**src/rtl/ksg_pkg.sv**
```systemverilog
package ksg_pkg;

	// Largest number of set elements held in the element memory
	localparam int MAX_SET = 16;

	// Fixed field widths
	localparam int VAL_W  = 32;
	localparam int IDX_W  = 4;
	localparam int CFG_W  = 5;
	localparam int REQ_W  = 2;
	localparam int APB_DW = 32;
	localparam int APB_AW = 3;

	// Request codes
	typedef enum logic [REQ_W-1:0] {
		REQ_LOAD    = 2'd0,
		REQ_RESTART = 2'd1,
		REQ_NEXT    = 2'd2
	} req_type_t;

	// Register indexes, taken from address bit 2
	localparam logic REG_SET_SIZE = 1'b0;
	localparam logic REG_CHOOSE_K = 1'b1;

	// Register reset values
	localparam logic [CFG_W-1:0] SET_SIZE_RST = 5'd16;
	localparam logic [CFG_W-1:0] CHOOSE_K_RST = 5'd1;

	// Status from the mask search unit
	typedef struct packed {
		logic done;
		logic found;
	} srch_status_t;

endpackage

```
**src/rtl/ksg_in_if.sv**
```systemverilog
interface ksg_in_if import ksg_pkg::*; ();
	logic                    valid;
	logic                    ready;
	logic [REQ_W-1:0]        req_type;
	logic [IDX_W-1:0]        load_index;
	logic signed [VAL_W-1:0] load_value;

	modport source (output valid, output req_type, output load_index, output load_value,
		input ready);
	modport sink (input valid, input req_type, input load_index, input load_value,
		output ready);
endinterface

```
**src/rtl/ksg_out_if.sv**
```systemverilog
interface ksg_out_if import ksg_pkg::*; ();
	logic                    valid;
	logic                    ready;
	logic signed [VAL_W-1:0] out_value;
	logic [IDX_W-1:0]        out_index;
	logic                    has_element;
	logic                    last;
	logic                    exhausted;

	modport source (output valid, output out_value, output out_index, output has_element,
		output last, output exhausted, input ready);
	modport sink (input valid, input out_value, input out_index, input has_element,
		input last, input exhausted, output ready);
endinterface

```
**src/rtl/ksg_elem_mem.sv**
```systemverilog
module ksg_elem_mem import ksg_pkg::*; #(
	parameter int DEPTH = 16,
	parameter int AW    = 4
) (
	input  logic             clk,
	input  logic             we,
	input  logic [AW-1:0]    waddr,
	input  logic [VAL_W-1:0] wdata,
	input  logic             re,
	input  logic [AW-1:0]    raddr,
	output logic [VAL_W-1:0] rdata
);

	logic [VAL_W-1:0] mem [DEPTH];
	logic [VAL_W-1:0] rdata_q;

	// Write port
	always_ff @(posedge clk) begin
		if (we) begin
			mem[waddr] <= wdata;
		end
	end

	// Registered read port
	always_ff @(posedge clk) begin
		if (re) begin
			rdata_q <= mem[raddr];
		end
	end

	assign rdata = rdata_q;

endmodule

```
**src/rtl/ksg_mask_search.sv**
```systemverilog
// Bit-serial search for the smallest mask at or above the start mask with
// exactly k ones inside the low n bits. Walks bit positions from n-1 down to 0,
// one per cycle, keeping the candidate of the lowest position that fits.
module ksg_mask_search import ksg_pkg::*; #(
	parameter int MW = 17,
	parameter int PW = 5
) (
	input  logic             clk,
	input  logic             arst_n,
	input  logic             start,
	input  logic [MW-1:0]    mask,
	input  logic [CFG_W-1:0] k,
	input  logic [PW-1:0]    n,
	output srch_status_t     status,
	output logic [MW-1:0]    result
);

	localparam int CW = ((PW > CFG_W) ? PW : CFG_W) + 1;

	logic [MW-1:0] mask_q;
	logic [CW-1:0] k_q;
	logic [PW-1:0] cnt_q;
	logic [CW-1:0] hi_q;
	logic [MW-1:0] cand_q;
	logic          cand_vld_q;
	logic          over_q;
	logic          busy_q;
	logic          done_q;
	logic          found_q;
	logic [MW-1:0] result_q;

	logic [PW-1:0] pos;
	logic [CW-1:0] have;
	logic          fits;
	logic [MW-1:0] cand;
	logic          over;

	function automatic logic [MW-1:0] low_ones(input logic [CW-1:0] w);
		logic [MW-1:0] r;
		for (int j = 0; j < MW; j++) begin
			r[j] = (CW'(j) < w);
		end
		return r;
	endfunction

	// Candidate at the current position: keep bits above, set this bit, fill the bottom
	always_comb begin
		pos  = cnt_q - PW'(1);
		have = hi_q + CW'(1);
		fits = !mask_q[pos] && (have <= k_q) && ((k_q - have) <= CW'(pos));
		cand = (mask_q & ~low_ones(CW'(pos) + CW'(1))) | (MW'(1) << pos) |
			low_ones(k_q - have);
		over = |(mask & ~low_ones(CW'(n)));
	end

	// Sequence control
	always_ff @(posedge clk or negedge arst_n) begin
		if (!arst_n) begin
			busy_q <= 1'b0;
			done_q <= 1'b0;
		end else begin
			done_q <= 1'b0;
			if (start) begin
				busy_q <= 1'b1;
			end else if (busy_q && cnt_q == '0) begin
				busy_q <= 1'b0;
				done_q <= 1'b1;
			end
		end
	end

	// Datapath
	always_ff @(posedge clk) begin
		if (start) begin
			mask_q     <= mask;
			k_q        <= CW'(k);
			cnt_q      <= n;
			hi_q       <= '0;
			cand_vld_q <= 1'b0;
			over_q     <= over;
		end else if (busy_q) begin
			if (cnt_q != '0) begin
				if (fits) begin
					cand_q     <= cand;
					cand_vld_q <= 1'b1;
				end
				hi_q  <= hi_q + CW'(mask_q[pos]);
				cnt_q <= pos;
			end else begin
				// Start mask itself wins when it already has k ones
				found_q  <= !over_q && ((hi_q == k_q) || cand_vld_q);
				result_q <= (hi_q == k_q) ? mask_q : cand_q;
			end
		end
	end

	assign status.done  = done_q;
	assign status.found = found_q;
	assign result       = result_q;

endmodule

```
**src/rtl/k_subset_generator_top.sv**
```systemverilog
// k-subset generator. Load elements into positions 0..MAX_SET-1 (req_type 0), restart
// the enumeration (req_type 1), then each next request (req_type 2) returns the next
// k-element subset of the first set_size elements as a run of transactions in index
// order, the final one marked last; k = 0 gives one empty transaction, and a request
// with nothing left (or k above the set size, or no restart yet) gives one exhausted
// transaction. Loads and restarts complete in the idle state. A next request first runs
// the mask search, which walks one bit position of the n-bit mask per cycle
// (n = effective set size), then reads each element through the single read port of
// the element memory into the output register; exhausted and empty results skip the
// element reads. The element memory is not cleared and must be loaded before use.
module k_subset_generator_top import ksg_pkg::*; (
	input  logic              clk,
	input  logic              arst_n,
	ksg_in_if.sink            req,
	ksg_out_if.source         rsp,
	input  logic              psel,
	input  logic              penable,
	input  logic              pwrite,
	input  logic [APB_AW-1:0] paddr,
	input  logic [APB_DW-1:0] pwdata,
	output logic [APB_DW-1:0] prdata,
	output logic              pready
);

	localparam int MW = MAX_SET + 1;
	localparam int PW = $clog2(MW);
	localparam int IW = (MAX_SET > 1) ? $clog2(MAX_SET) : 1;

	typedef enum logic [2:0] {
		ST_IDLE,
		ST_SEARCH,
		ST_PUT,
		ST_RD,
		ST_DATA
	} st_t;

	st_t state_q;

	logic [CFG_W-1:0] set_size_q;
	logic [CFG_W-1:0] choose_k_q;
	logic [MW-1:0]    scan_mask_q;
	logic             active_q;
	logic [MW-1:0]    emit_q;
	logic [PW-1:0]    rd_idx_q;
	logic             rd_last_q;
	logic             put_exh_q;

	logic                    ov_q;
	logic signed [VAL_W-1:0] out_value_q;
	logic [IDX_W-1:0]        out_index_q;
	logic                    has_element_q;
	logic                    last_q;
	logic                    exhausted_q;

	logic             accept;
	logic             out_free;
	logic [PW-1:0]    n_eff;
	logic             k_over;
	logic [MW-1:0]    restart_mask;
	logic [PW-1:0]    low_idx;
	logic             emit_last;
	logic             mem_we;
	logic             mem_re;
	logic [VAL_W-1:0] mem_rdata;
	logic             srch_start;
	srch_status_t     srch_st;
	logic [MW-1:0]    srch_x;

	// Configuration registers
	always_ff @(posedge clk or negedge arst_n) begin
		if (!arst_n) begin
			set_size_q <= SET_SIZE_RST;
			choose_k_q <= CHOOSE_K_RST;
		end else if (psel && penable && pwrite) begin
			case (paddr[2])
				REG_SET_SIZE: set_size_q <= pwdata[CFG_W-1:0];
				REG_CHOOSE_K: choose_k_q <= pwdata[CFG_W-1:0];
				default: ;
			endcase
		end
	end

	assign pready = 1'b1;
	assign prdata = (paddr[2] == REG_CHOOSE_K) ? APB_DW'(choose_k_q) : APB_DW'(set_size_q);

	// Request decode and helpers
	always_comb begin
		accept   = req.valid && req.ready;
		out_free = !ov_q || rsp.ready;
		n_eff    = (int'(set_size_q) > MAX_SET) ? PW'(MAX_SET) : PW'(set_size_q);
		k_over   = int'(choose_k_q) > int'(n_eff);
		for (int j = 0; j < MW; j++) begin
			restart_mask[j] = (j < int'(choose_k_q));
		end
		// Lowest remaining chosen position
		low_idx = '0;
		for (int j = MW - 1; j >= 0; j--) begin
			if (emit_q[j]) begin
				low_idx = PW'(j);
			end
		end
		emit_last  = (emit_q & (emit_q - MW'(1))) == '0;
		mem_we     = accept && (req.req_type == REQ_LOAD) && (int'(req.load_index) < MAX_SET);
		mem_re     = (state_q == ST_RD) && out_free;
		srch_start = accept && (req.req_type == REQ_NEXT) && active_q && !k_over;
	end

	assign req.ready = (state_q == ST_IDLE);

	ksg_elem_mem #(
		.DEPTH(MAX_SET),
		.AW   (IW)
	) u_mem (
		.clk  (clk),
		.we   (mem_we),
		.waddr(IW'(req.load_index)),
		.wdata(req.load_value),
		.re   (mem_re),
		.raddr(IW'(low_idx)),
		.rdata(mem_rdata)
	);

	ksg_mask_search #(
		.MW(MW),
		.PW(PW)
	) u_search (
		.clk   (clk),
		.arst_n(arst_n),
		.start (srch_start),
		.mask  (scan_mask_q),
		.k     (choose_k_q),
		.n     (n_eff),
		.status(srch_st),
		.result(srch_x)
	);

	// Control sequencer and output register
	always_ff @(posedge clk or negedge arst_n) begin
		if (!arst_n) begin
			state_q       <= ST_IDLE;
			scan_mask_q   <= '0;
			active_q      <= 1'b0;
			emit_q        <= '0;
			rd_idx_q      <= '0;
			rd_last_q     <= 1'b0;
			put_exh_q     <= 1'b0;
			ov_q          <= 1'b0;
			out_value_q   <= '0;
			out_index_q   <= '0;
			has_element_q <= 1'b0;
			last_q        <= 1'b0;
			exhausted_q   <= 1'b0;
		end else begin
			// Drop a taken transaction unless a new one loads this cycle
			if (ov_q && rsp.ready && state_q != ST_PUT && state_q != ST_DATA) begin
				ov_q <= 1'b0;
			end
			case (state_q)
				ST_IDLE: begin
					if (req.valid) begin
						case (req.req_type)
							REQ_RESTART: begin
								scan_mask_q <= restart_mask;
								active_q    <= 1'b1;
							end
							REQ_NEXT: begin
								if (!active_q || k_over) begin
									active_q  <= 1'b0;
									put_exh_q <= 1'b1;
									state_q   <= ST_PUT;
								end else begin
									state_q <= ST_SEARCH;
								end
							end
							default: ;
						endcase
					end
				end
				ST_SEARCH: begin
					if (srch_st.done) begin
						if (!srch_st.found) begin
							active_q  <= 1'b0;
							put_exh_q <= 1'b1;
							state_q   <= ST_PUT;
						end else begin
							scan_mask_q <= srch_x + MW'(1);
							if (srch_x == '0) begin
								put_exh_q <= 1'b0;
								state_q   <= ST_PUT;
							end else begin
								emit_q  <= srch_x;
								state_q <= ST_RD;
							end
						end
					end
				end
				ST_PUT: begin
					if (out_free) begin
						ov_q          <= 1'b1;
						out_value_q   <= '0;
						out_index_q   <= '0;
						has_element_q <= 1'b0;
						last_q        <= 1'b1;
						exhausted_q   <= put_exh_q;
						state_q       <= ST_IDLE;
					end
				end
				ST_RD: begin
					// Issue the read only when the output slot is free next cycle
					if (out_free) begin
						rd_idx_q  <= low_idx;
						rd_last_q <= emit_last;
						emit_q    <= emit_q & ~(MW'(1) << low_idx);
						state_q   <= ST_DATA;
					end
				end
				ST_DATA: begin
					ov_q          <= 1'b1;
					out_value_q   <= mem_rdata;
					out_index_q   <= IDX_W'(rd_idx_q);
					has_element_q <= 1'b1;
					last_q        <= rd_last_q;
					exhausted_q   <= 1'b0;
					state_q       <= rd_last_q ? ST_IDLE : ST_RD;
				end
				default: state_q <= ST_IDLE;
			endcase
		end
	end

	assign rsp.valid       = ov_q;
	assign rsp.out_value   = out_value_q;
	assign rsp.out_index   = out_index_q;
	assign rsp.has_element = has_element_q;
	assign rsp.last        = last_q;
	assign rsp.exhausted   = exhausted_q;

	// A found mask carries exactly k ones
	a_found_popcount: assert property (@(posedge clk) disable iff (!arst_n)
		srch_st.done && srch_st.found |-> $countones(srch_x) == int'(choose_k_q))
		else $error("search result popcount differs from k");

	// Read data is only consumed the cycle after a read was issued
	a_data_after_read: assert property (@(posedge clk) disable iff (!arst_n)
		state_q == ST_DATA |-> $past(mem_re))
		else $error("element taken without a preceding read");

	// Output slot is free whenever read data lands
	a_slot_free: assert property (@(posedge clk) disable iff (!arst_n)
		mem_re |=> !ov_q)
		else $error("output register busy when read data arrives");

endmodule

```
**src/flat_wrapper.sv**
```systemverilog
// flat-port wrapper written by rule: the top's interface ports become plain ports
module k_subset_generator_top_flat import ksg_pkg::*;
  (clk, arst_n, psel, penable, pwrite, paddr, pwdata, prdata, pready, req_valid, req_req_type, req_load_index, req_load_value, req_ready, rsp_valid, rsp_out_value, rsp_out_index, rsp_has_element, rsp_last, rsp_exhausted, rsp_ready);
  ksg_in_if req_i ();
  ksg_out_if rsp_i ();
  input  logic clk;
  input  logic arst_n;
  input  logic psel;
  input  logic penable;
  input  logic pwrite;
  input  logic [APB_AW-1:0] paddr;
  input  logic [APB_DW-1:0] pwdata;
  output logic [APB_DW-1:0] prdata;
  output logic pready;
  input wire logic [$bits(req_i.valid)-1:0] req_valid;
  input wire logic [$bits(req_i.req_type)-1:0] req_req_type;
  input wire logic [$bits(req_i.load_index)-1:0] req_load_index;
  input wire logic [$bits(req_i.load_value)-1:0] req_load_value;
  output wire logic [$bits(req_i.ready)-1:0] req_ready;
  output wire logic [$bits(rsp_i.valid)-1:0] rsp_valid;
  output wire logic [$bits(rsp_i.out_value)-1:0] rsp_out_value;
  output wire logic [$bits(rsp_i.out_index)-1:0] rsp_out_index;
  output wire logic [$bits(rsp_i.has_element)-1:0] rsp_has_element;
  output wire logic [$bits(rsp_i.last)-1:0] rsp_last;
  output wire logic [$bits(rsp_i.exhausted)-1:0] rsp_exhausted;
  input wire logic [$bits(rsp_i.ready)-1:0] rsp_ready;
  assign req_i.valid = req_valid;
  assign req_i.req_type = req_req_type;
  assign req_i.load_index = req_load_index;
  assign req_i.load_value = req_load_value;
  assign req_ready = req_i.ready;
  assign rsp_valid = rsp_i.valid;
  assign rsp_out_value = rsp_i.out_value;
  assign rsp_out_index = rsp_i.out_index;
  assign rsp_has_element = rsp_i.has_element;
  assign rsp_last = rsp_i.last;
  assign rsp_exhausted = rsp_i.exhausted;
  assign rsp_i.ready = rsp_ready;
  k_subset_generator_top u_core (.clk(clk), .arst_n(arst_n), .req(req_i), .rsp(rsp_i), .psel(psel), .penable(penable), .pwrite(pwrite), .paddr(paddr), .pwdata(pwdata), .prdata(prdata), .pready(pready));
endmodule
```
**config.mk**
```make
export PLATFORM = sky130hd
export DESIGN_NAME = k_subset_generator_top_flat
export DESIGN_NICKNAME = d
export VERILOG_FILES = /design/src/rtl/ksg_pkg.sv /design/src/rtl/ksg_in_if.sv /design/src/rtl/ksg_out_if.sv /design/src/rtl/ksg_elem_mem.sv /design/src/rtl/ksg_mask_search.sv /design/src/rtl/k_subset_generator_top.sv /design/src/flat_wrapper.sv
export SDC_FILE = /design/constraint.sdc
export NUM_CORES = 1
export LEC_CHECK = 0
export BUFFER_PORTS_ARGS = -buffer_cell sky130_fd_sc_hd__buf_2
export CAP_MARGIN = 20
export CORE_ASPECT_RATIO = 0.5
export CORE_MARGIN = 4
export CORE_UTILIZATION = 35
export CTS_CLUSTER_SIZE = 24
export DETAILED_ROUTE_END_ITERATION = 8
export PLACE_DENSITY_LB_ADDON = 0.3
export RECOVER_POWER = 50
export SYNTH_ARGS = -nofsm -noshare
export SYNTH_HDL_FRONTEND = slang
export SYNTH_SLANG_ARGS = --single-unit
```
**constraint.sdc**
```tcl
create_clock -name clk -period 9.2 [get_ports clk]
set_clock_uncertainty 0.2 [all_clocks]
set_input_delay 0.46 -clock clk [delete_from_list [all_inputs] [get_ports clk]]
set_output_delay 0.46 -clock clk [all_outputs]
set_load 0.01 [all_outputs]
```
==> results of run 1 <==
cell usage in the layout (no fill, tap or decap), drive strengths merged, types with 16 or more instances in the layout:
cell type    instances
dfrtp               94
o21ai               74
conb                28
clkinv              21
nor3                16
edfxtp             607
nand2              235
dlygate4sd3         39
o32ai               62
a21oi              174
nand3              159
inv                 39
buf                 56
mux2i               37
xnor2               22
ha                  32
mux2                32
a22o                45
a221o              126
and3                68
nor2                85
clkbuf             174
cell usage after synthesis (6+ instances only):
cell and number:
clkbuf_1 92, or3_1 6, o21ai_0 72, edfxtp_1 607, a31oi_1 12, dfxtp_1 7
a221o_1 126, and3_1 68, buf_2 41, nor3_1 15, nand4_1 9, xor2_1 7
a21o_1 8, nor2_1 83, inv_1 35, a22o_1 45, nor2b_1 13, dfrtp_1 94
ha_1 32, mux2i_1 37, nand2_1 235, nand3b_1 7, a21oi_1 173, buf_6 8
o32ai_1 62, nor4_1 11, buf_1 20, nand2b_1 13, o21a_1 9, nand3_1 159
nand4b_1 8, xnor2_1 22, mux2_2 32, buf_4 28
layer usage:
layer / GRT usage / up-vias / wire length [µm] / part of all wire
met4: 0.06125 / 2 / 2714 / 0.031
met3: 0.02562 / 154 / 5232 / 0.060
li1: - / 9054 / - / -
met1: 0.2475 / 10190 / 37750 / 0.43
met5: 0 / - / 8 / 0.000092
met2: 0.2999 / 712 / 41220 / 0.47
power groups by stage:
stage                     logic (µW)  registers [µW]  clock network, µW
final                           5080            4140               2940
after global routing            5510            4170               3120
after CTS                       5080            4140               3000
after detailed placement        5040            4200                  0
after global placement          5020            4200                  0
after floorplan                 3660            4070                  0
through the flow:
stage | utilization | cells | setup slack, ps | cell area (µm²) | power [µW]
after detailed placement | 0.3734 | 3435 | 4845 | 32280 | 9242
after CTS | 0.4052 | 3600 | 4798 | 35020 | 12220
after global routing | 0.4040 | 3601 | 4628 | 34920 | 12800
after floorplan | - | 2319 | 4710 | 30770 | 7736
after global placement | 0.3734 | 3435 | 4811 | 32280 | 9220
final | 0.4040 | 3602 | 4819 | 34920 | 12170
area by class of cell:
class / count / area (µm²)
Inverter: 37 / 141.4
Clock inverter: 31 / 441.7
Antenna cell: 2 / 5.005
Multi-Input combinational cell: 1383 / 9123
Clock buffer: 95 / 1913
Timing Repair Buffer: 174 / 1062
Fill cell: 7992 / 51510
Tap cell: 1170 / 1464
Sequential cell: 710 / 20770
flip-flops by register name (all words and copies together), names as in the netlist, 17 cells and up:
signal / count
u_core.u_mem.rdata: 32
u_core.emit_q: 17
u_core.u_search.cand_q: 17
u_core.u_search.result: 17
u_core.rsp.out_value: 32
u_core.u_search.mask_q: 17
u_core.u_mem.mem: 512
u_core.scan_mask_q: 17
worst max-delay path by stage:
stage               cells past startpoint               from  slack (ps)                      to
finish                                  8   u_core.emit_q[8]        4820  u_core.u_mem.rdata[26]
CTS                                     8   u_core.emit_q[8]        4800  u_core.u_mem.rdata[26]
detailed placement                      8   u_core.emit_q[8]        4850  u_core.u_mem.rdata[26]
global route                            3             arst_n        4630        u_core.emit_q[0]
global placement                        8   u_core.emit_q[8]        4810  u_core.u_mem.rdata[26]
floorplan                               5  u_core.state_q[2]        4710  u_core.u_mem.mem[0][0]
worst max-delay path, stage by stage (launching register included):
cell      delay (ps)
dfrtp_1          540
or3b_1           410
a311oi_1         560
a21o_4           700
buf_4            910
nand2_1          120
a21oi_1          190
o32ai_1          140
mux2i_1          350
logic make-up after synthesis:
logic type,Yosys count,share of synthesized area
flops,710,0.6773
xor+xnor,29,0.008281
compound gates,566,0.1351
mux,74,0.02750
buf+inv,226,0.03472
simple gates,650,0.1022
fa+ha+maj,36,0.01469
other cells,2,0.0002449
==> metrics.cfg, run 1 <==
[critical_path]
start_kind=register
crit_required_ps=9390
crit_fanout=71
ff2ff_path_depth=8
reg2reg_from=u_core.emit_q[8]
ff2ff_setup_slack_ps=4820
critical_path_arrival_ps=4570
endpoint_kind=register
r2r-end=u_core.u_mem.rdata[26]
setup.worst_path.class=reg -> reg

[detailed_routing]
drcViolationCount=0
drt_iter0_markers=1957
wl_per_cell_um=24.13
drt-total-wl_mm=86.92
dr.pass1.iters=5
vias_per_cell=5.584
num_vias=20120
ant_nets=0

[layout]
drive_gt1_frac=0.09959
final_nets=2487
syn_to_final_growth_pct=13.87

[synthesis]
syn_avg_cell_area_um2=13.38
async_flop_share=0.1352
ys_types=86
synth_seq_cells=710
synth-seq-area-share=0.6773
syn_inst=2293
synth_area_leaders=edfxtp_1, dfrtp_1, a221o_1, nand2_1, a21oi_1
synth_warnings=0
synth_area_um2=30670
synth_edf_count=607
synth_ff_type=edfxtp_1
synth.top_cell.area_share=0.5943
yosysTopAreaCell=edfxtp_1

[timing]
tightest_slew_ps=3464
hold_ws_ps=62.38
slew_headroom=-1.310
maxSlewViolCount=94
setup_tns_ps=0
finalHoldViolCount=0
finalCriticalPeriod_ps=4381
finalSetupViolCount=0
fmax_mhz=228.3
rsz0062_at_grt=false
fin_crit_sh=0.4762

[pwr]
cellLeakagePower_uw=0.01213
vdd_ir_drop_max_uv=486.0
p_switching_uw=4894
clkPwrFrac=0.242
p_int_uw=7275
p_per_area_nw_per_um2=348.5
switching_share=0.4022
power_frac_seq=0.340
comb_power_share=0.418

[clock_network]
worstSkewPairLatency_ps=630
root_buffer=clkbuf_16
path_clk_slew_ps=60
cts_sinks=710
postCtsSetupBuffers=0
ctsHoldBuffers=39
clock_path_buffers=3
cts_buffers=68
cts_tree=built
postCtsResizedCells=0
htreeDepth=3

[placed_design]
io_buffer_count=96
dpl.hpwl_mm=44.24
place_congestion=0.8731

[floorplanning]
rows=76
start_util=0.3548
die_w_um=426.6
design.die.area_um2=92720
core_area_um2=86440
ios=154
fp.dieH_um=217.3

[global_route]
grt_remaining_overflow=0
track_usage=0.1817
grt_max_degree=83
grt_pass1_wl_mm=127.4
antenna_found_initial=3
grt_pass1_vias=19700

[run_status]
status=finished, violations left
violations=capacitance limit, slew limit

[worst_hold_path]
holdPathStages=3
hp-start=req_valid
worstHoldPathType=in -> reg
hold_end=u_core.u_search.busy_q

[flow_run]
maxCapViolations=2

No activity file was read; power rests on OpenSTA's default activity.
==> run 2, diff against run 1 <==
==> constraint.sdc (replaced) <==
create_clock -name clk -period 3.9 [get_ports clk]
set_clock_uncertainty 0.2 [all_clocks]
set_input_delay 0.195 -clock clk [delete_from_list [all_inputs] [get_ports clk]]
set_output_delay 0.195 -clock clk [all_outputs]
set_load 0.01 [all_outputs]
==> metrics.cfg, run 2 (synthesis results as in run 1) <==
[global_route]
grt_max_degree=122
grt_pass1_wl_mm=127.5
track_usage=0.1805
antenna_found_initial=2
grt_pass1_vias=19900
grt_remaining_overflow=0

[pwr]
cellLeakagePower_uw=0.01246
p_per_area_nw_per_um2=822.0
vdd_ir_drop_max_uv=1154
p_total_uw=29360

[timing]
fin_crit_sh=0.9099
maxSlewViolCount=108
setup_tns_ps=0
tightest_slew_ps=1888
finalSetupViolCount=0
finalCriticalPeriod_ps=3548
fmax_mhz=281.8
slew_headroom=-0.2585
rsz0062_at_grt=false
finalHoldViolCount=0

[detailed_routing]
ant_nets=0
drcViolationCount=0
drt_iter0_markers=2052
wl_per_cell_um=23.35
drt-total-wl_mm=85.24
dr.pass1.iters=6
num_vias=20440
vias_per_cell=5.598

[placed_design]
io_buffer_count=96
place_congestion=0.8853
dpl.hpwl_mm=47.36

[clock_network]
htreeDepth=3
path_clk_slew_ps=70
cts_buffers=71
clock_path_buffers=3
postCtsSetupBuffers=0
root_buffer=clkbuf_16
cts_tree=built
cts_sinks=710
worstSkewPairLatency_ps=630

[critical_path]
crit_required_ps=4090
endpoint_kind=register
crit_fanout=37
critical_path_arrival_ps=3740
setup.worst_path.class=reg -> reg
start_kind=register

[floorplanning]
core_area_um2=86440
ios=154
start_util=0.3548
design.die.area_um2=92720
fp.dieH_um=217.3
die_w_um=426.6
rows=76

[run_status]
status=finished, violations left
violations=capacitance limit, slew limit

[layout]
final_nets=2536
multi_input_comb_area_um2=9155
final_common_cell=edfxtp_1
drive_gt1_frac=0.1125
syn_to_final_growth_pct=16.44
final_cell_mix=edfxtp_1, nand2_1, a21oi_1, nand3_1, a221o_1
top_register=u_core.u_mem.mem
largest_reg_flops=512
seq_area_um2=20780
n_fill_cell=7936

[worst_hold_path]
worstHoldPathType=in -> reg

[flow_run]
maxCapViolations=2

## run 2: cell types whose count changed in the layout (fill, tap and decap cells not counted), sizes merged
cell / before / now
buf: 56 / 88
bufinv: 7 / 4
clkinv: 21 / 25
clkinvlp: 1 / 2
dlygate4sd3: 39 / 49
inv: 39 / 44
## run 2: cell type report
type,instances,share of cell area
sequential,710,0.5818
antenna,2,0.0001401
clock inverter,38,0.01090
tap,1170,0.04099
inverter,37,0.003959
timing repair buffer,220,0.05294
multi-input combinational,1383,0.2564
clock buffer,91,0.05297
## run 2: power by group
group	internal, µW	switching, µW
Combinational	4760	8130
Clock	3760	3030
Sequential	9080	599
Total	17600	11800
## run 2: timing repair
action / CTS / global route
endpoints found under the setup margin: 0 / 0
hold buffers: 49 / 0
endpoints found under the hold margin: 596 / 0
resized for setup: 0 / 0
## run 2: critical path, cell delays in order, from the launching register on
cell	delay, ps
dfrtp_1	470
nor4_1	660
a21oi_2	180
nand2b_4	190
clkbuf_2	660
a221oi_1	540
a31oi_1	160
a22o_1	270
## run 2: per-stage QoR
stage	setup slack, ps	area, µm²	hold WS [ps]	cells	util
detailed placement	393.0	33040	198.7	3470	0.3822
global placement	411.8	33040	195.9	3470	0.3822
finish	351.6	35710	60.18	3651	0.4132
floorplan	278.7	30810	-300.6	2319	-
CTS	350.8	35810	34.75	3648	0.4143
global route	108.2	35710	83.72	3650	0.4131
## run 2: path summary, 6_finish.rpt
kind,startpoint,to,slack (ps),depth (start not counted)
min in group asynchronous,arst_n,u_core.set_size_q[0],430,2
min reg2reg,u_core.u_mem.rdata[6],u_core.rsp.out_value[6],270,1
max in group asynchronous,arst_n,u_core.rsp.out_value[10],1490,3
max,u_core.emit_q[9],u_core.u_mem.rdata[30],350,7
max reg2reg,u_core.emit_q[9],u_core.u_mem.rdata[30],350,7
min,req_req_type[0],u_core.active_q,60,6
## run 2: routing by layer
layer	share of wire	GRT usage
met1	0.44	0.2528
met2	0.47	0.2901
met3	0.064	0.02716
met4	0.026	0.05783
met5	0	0
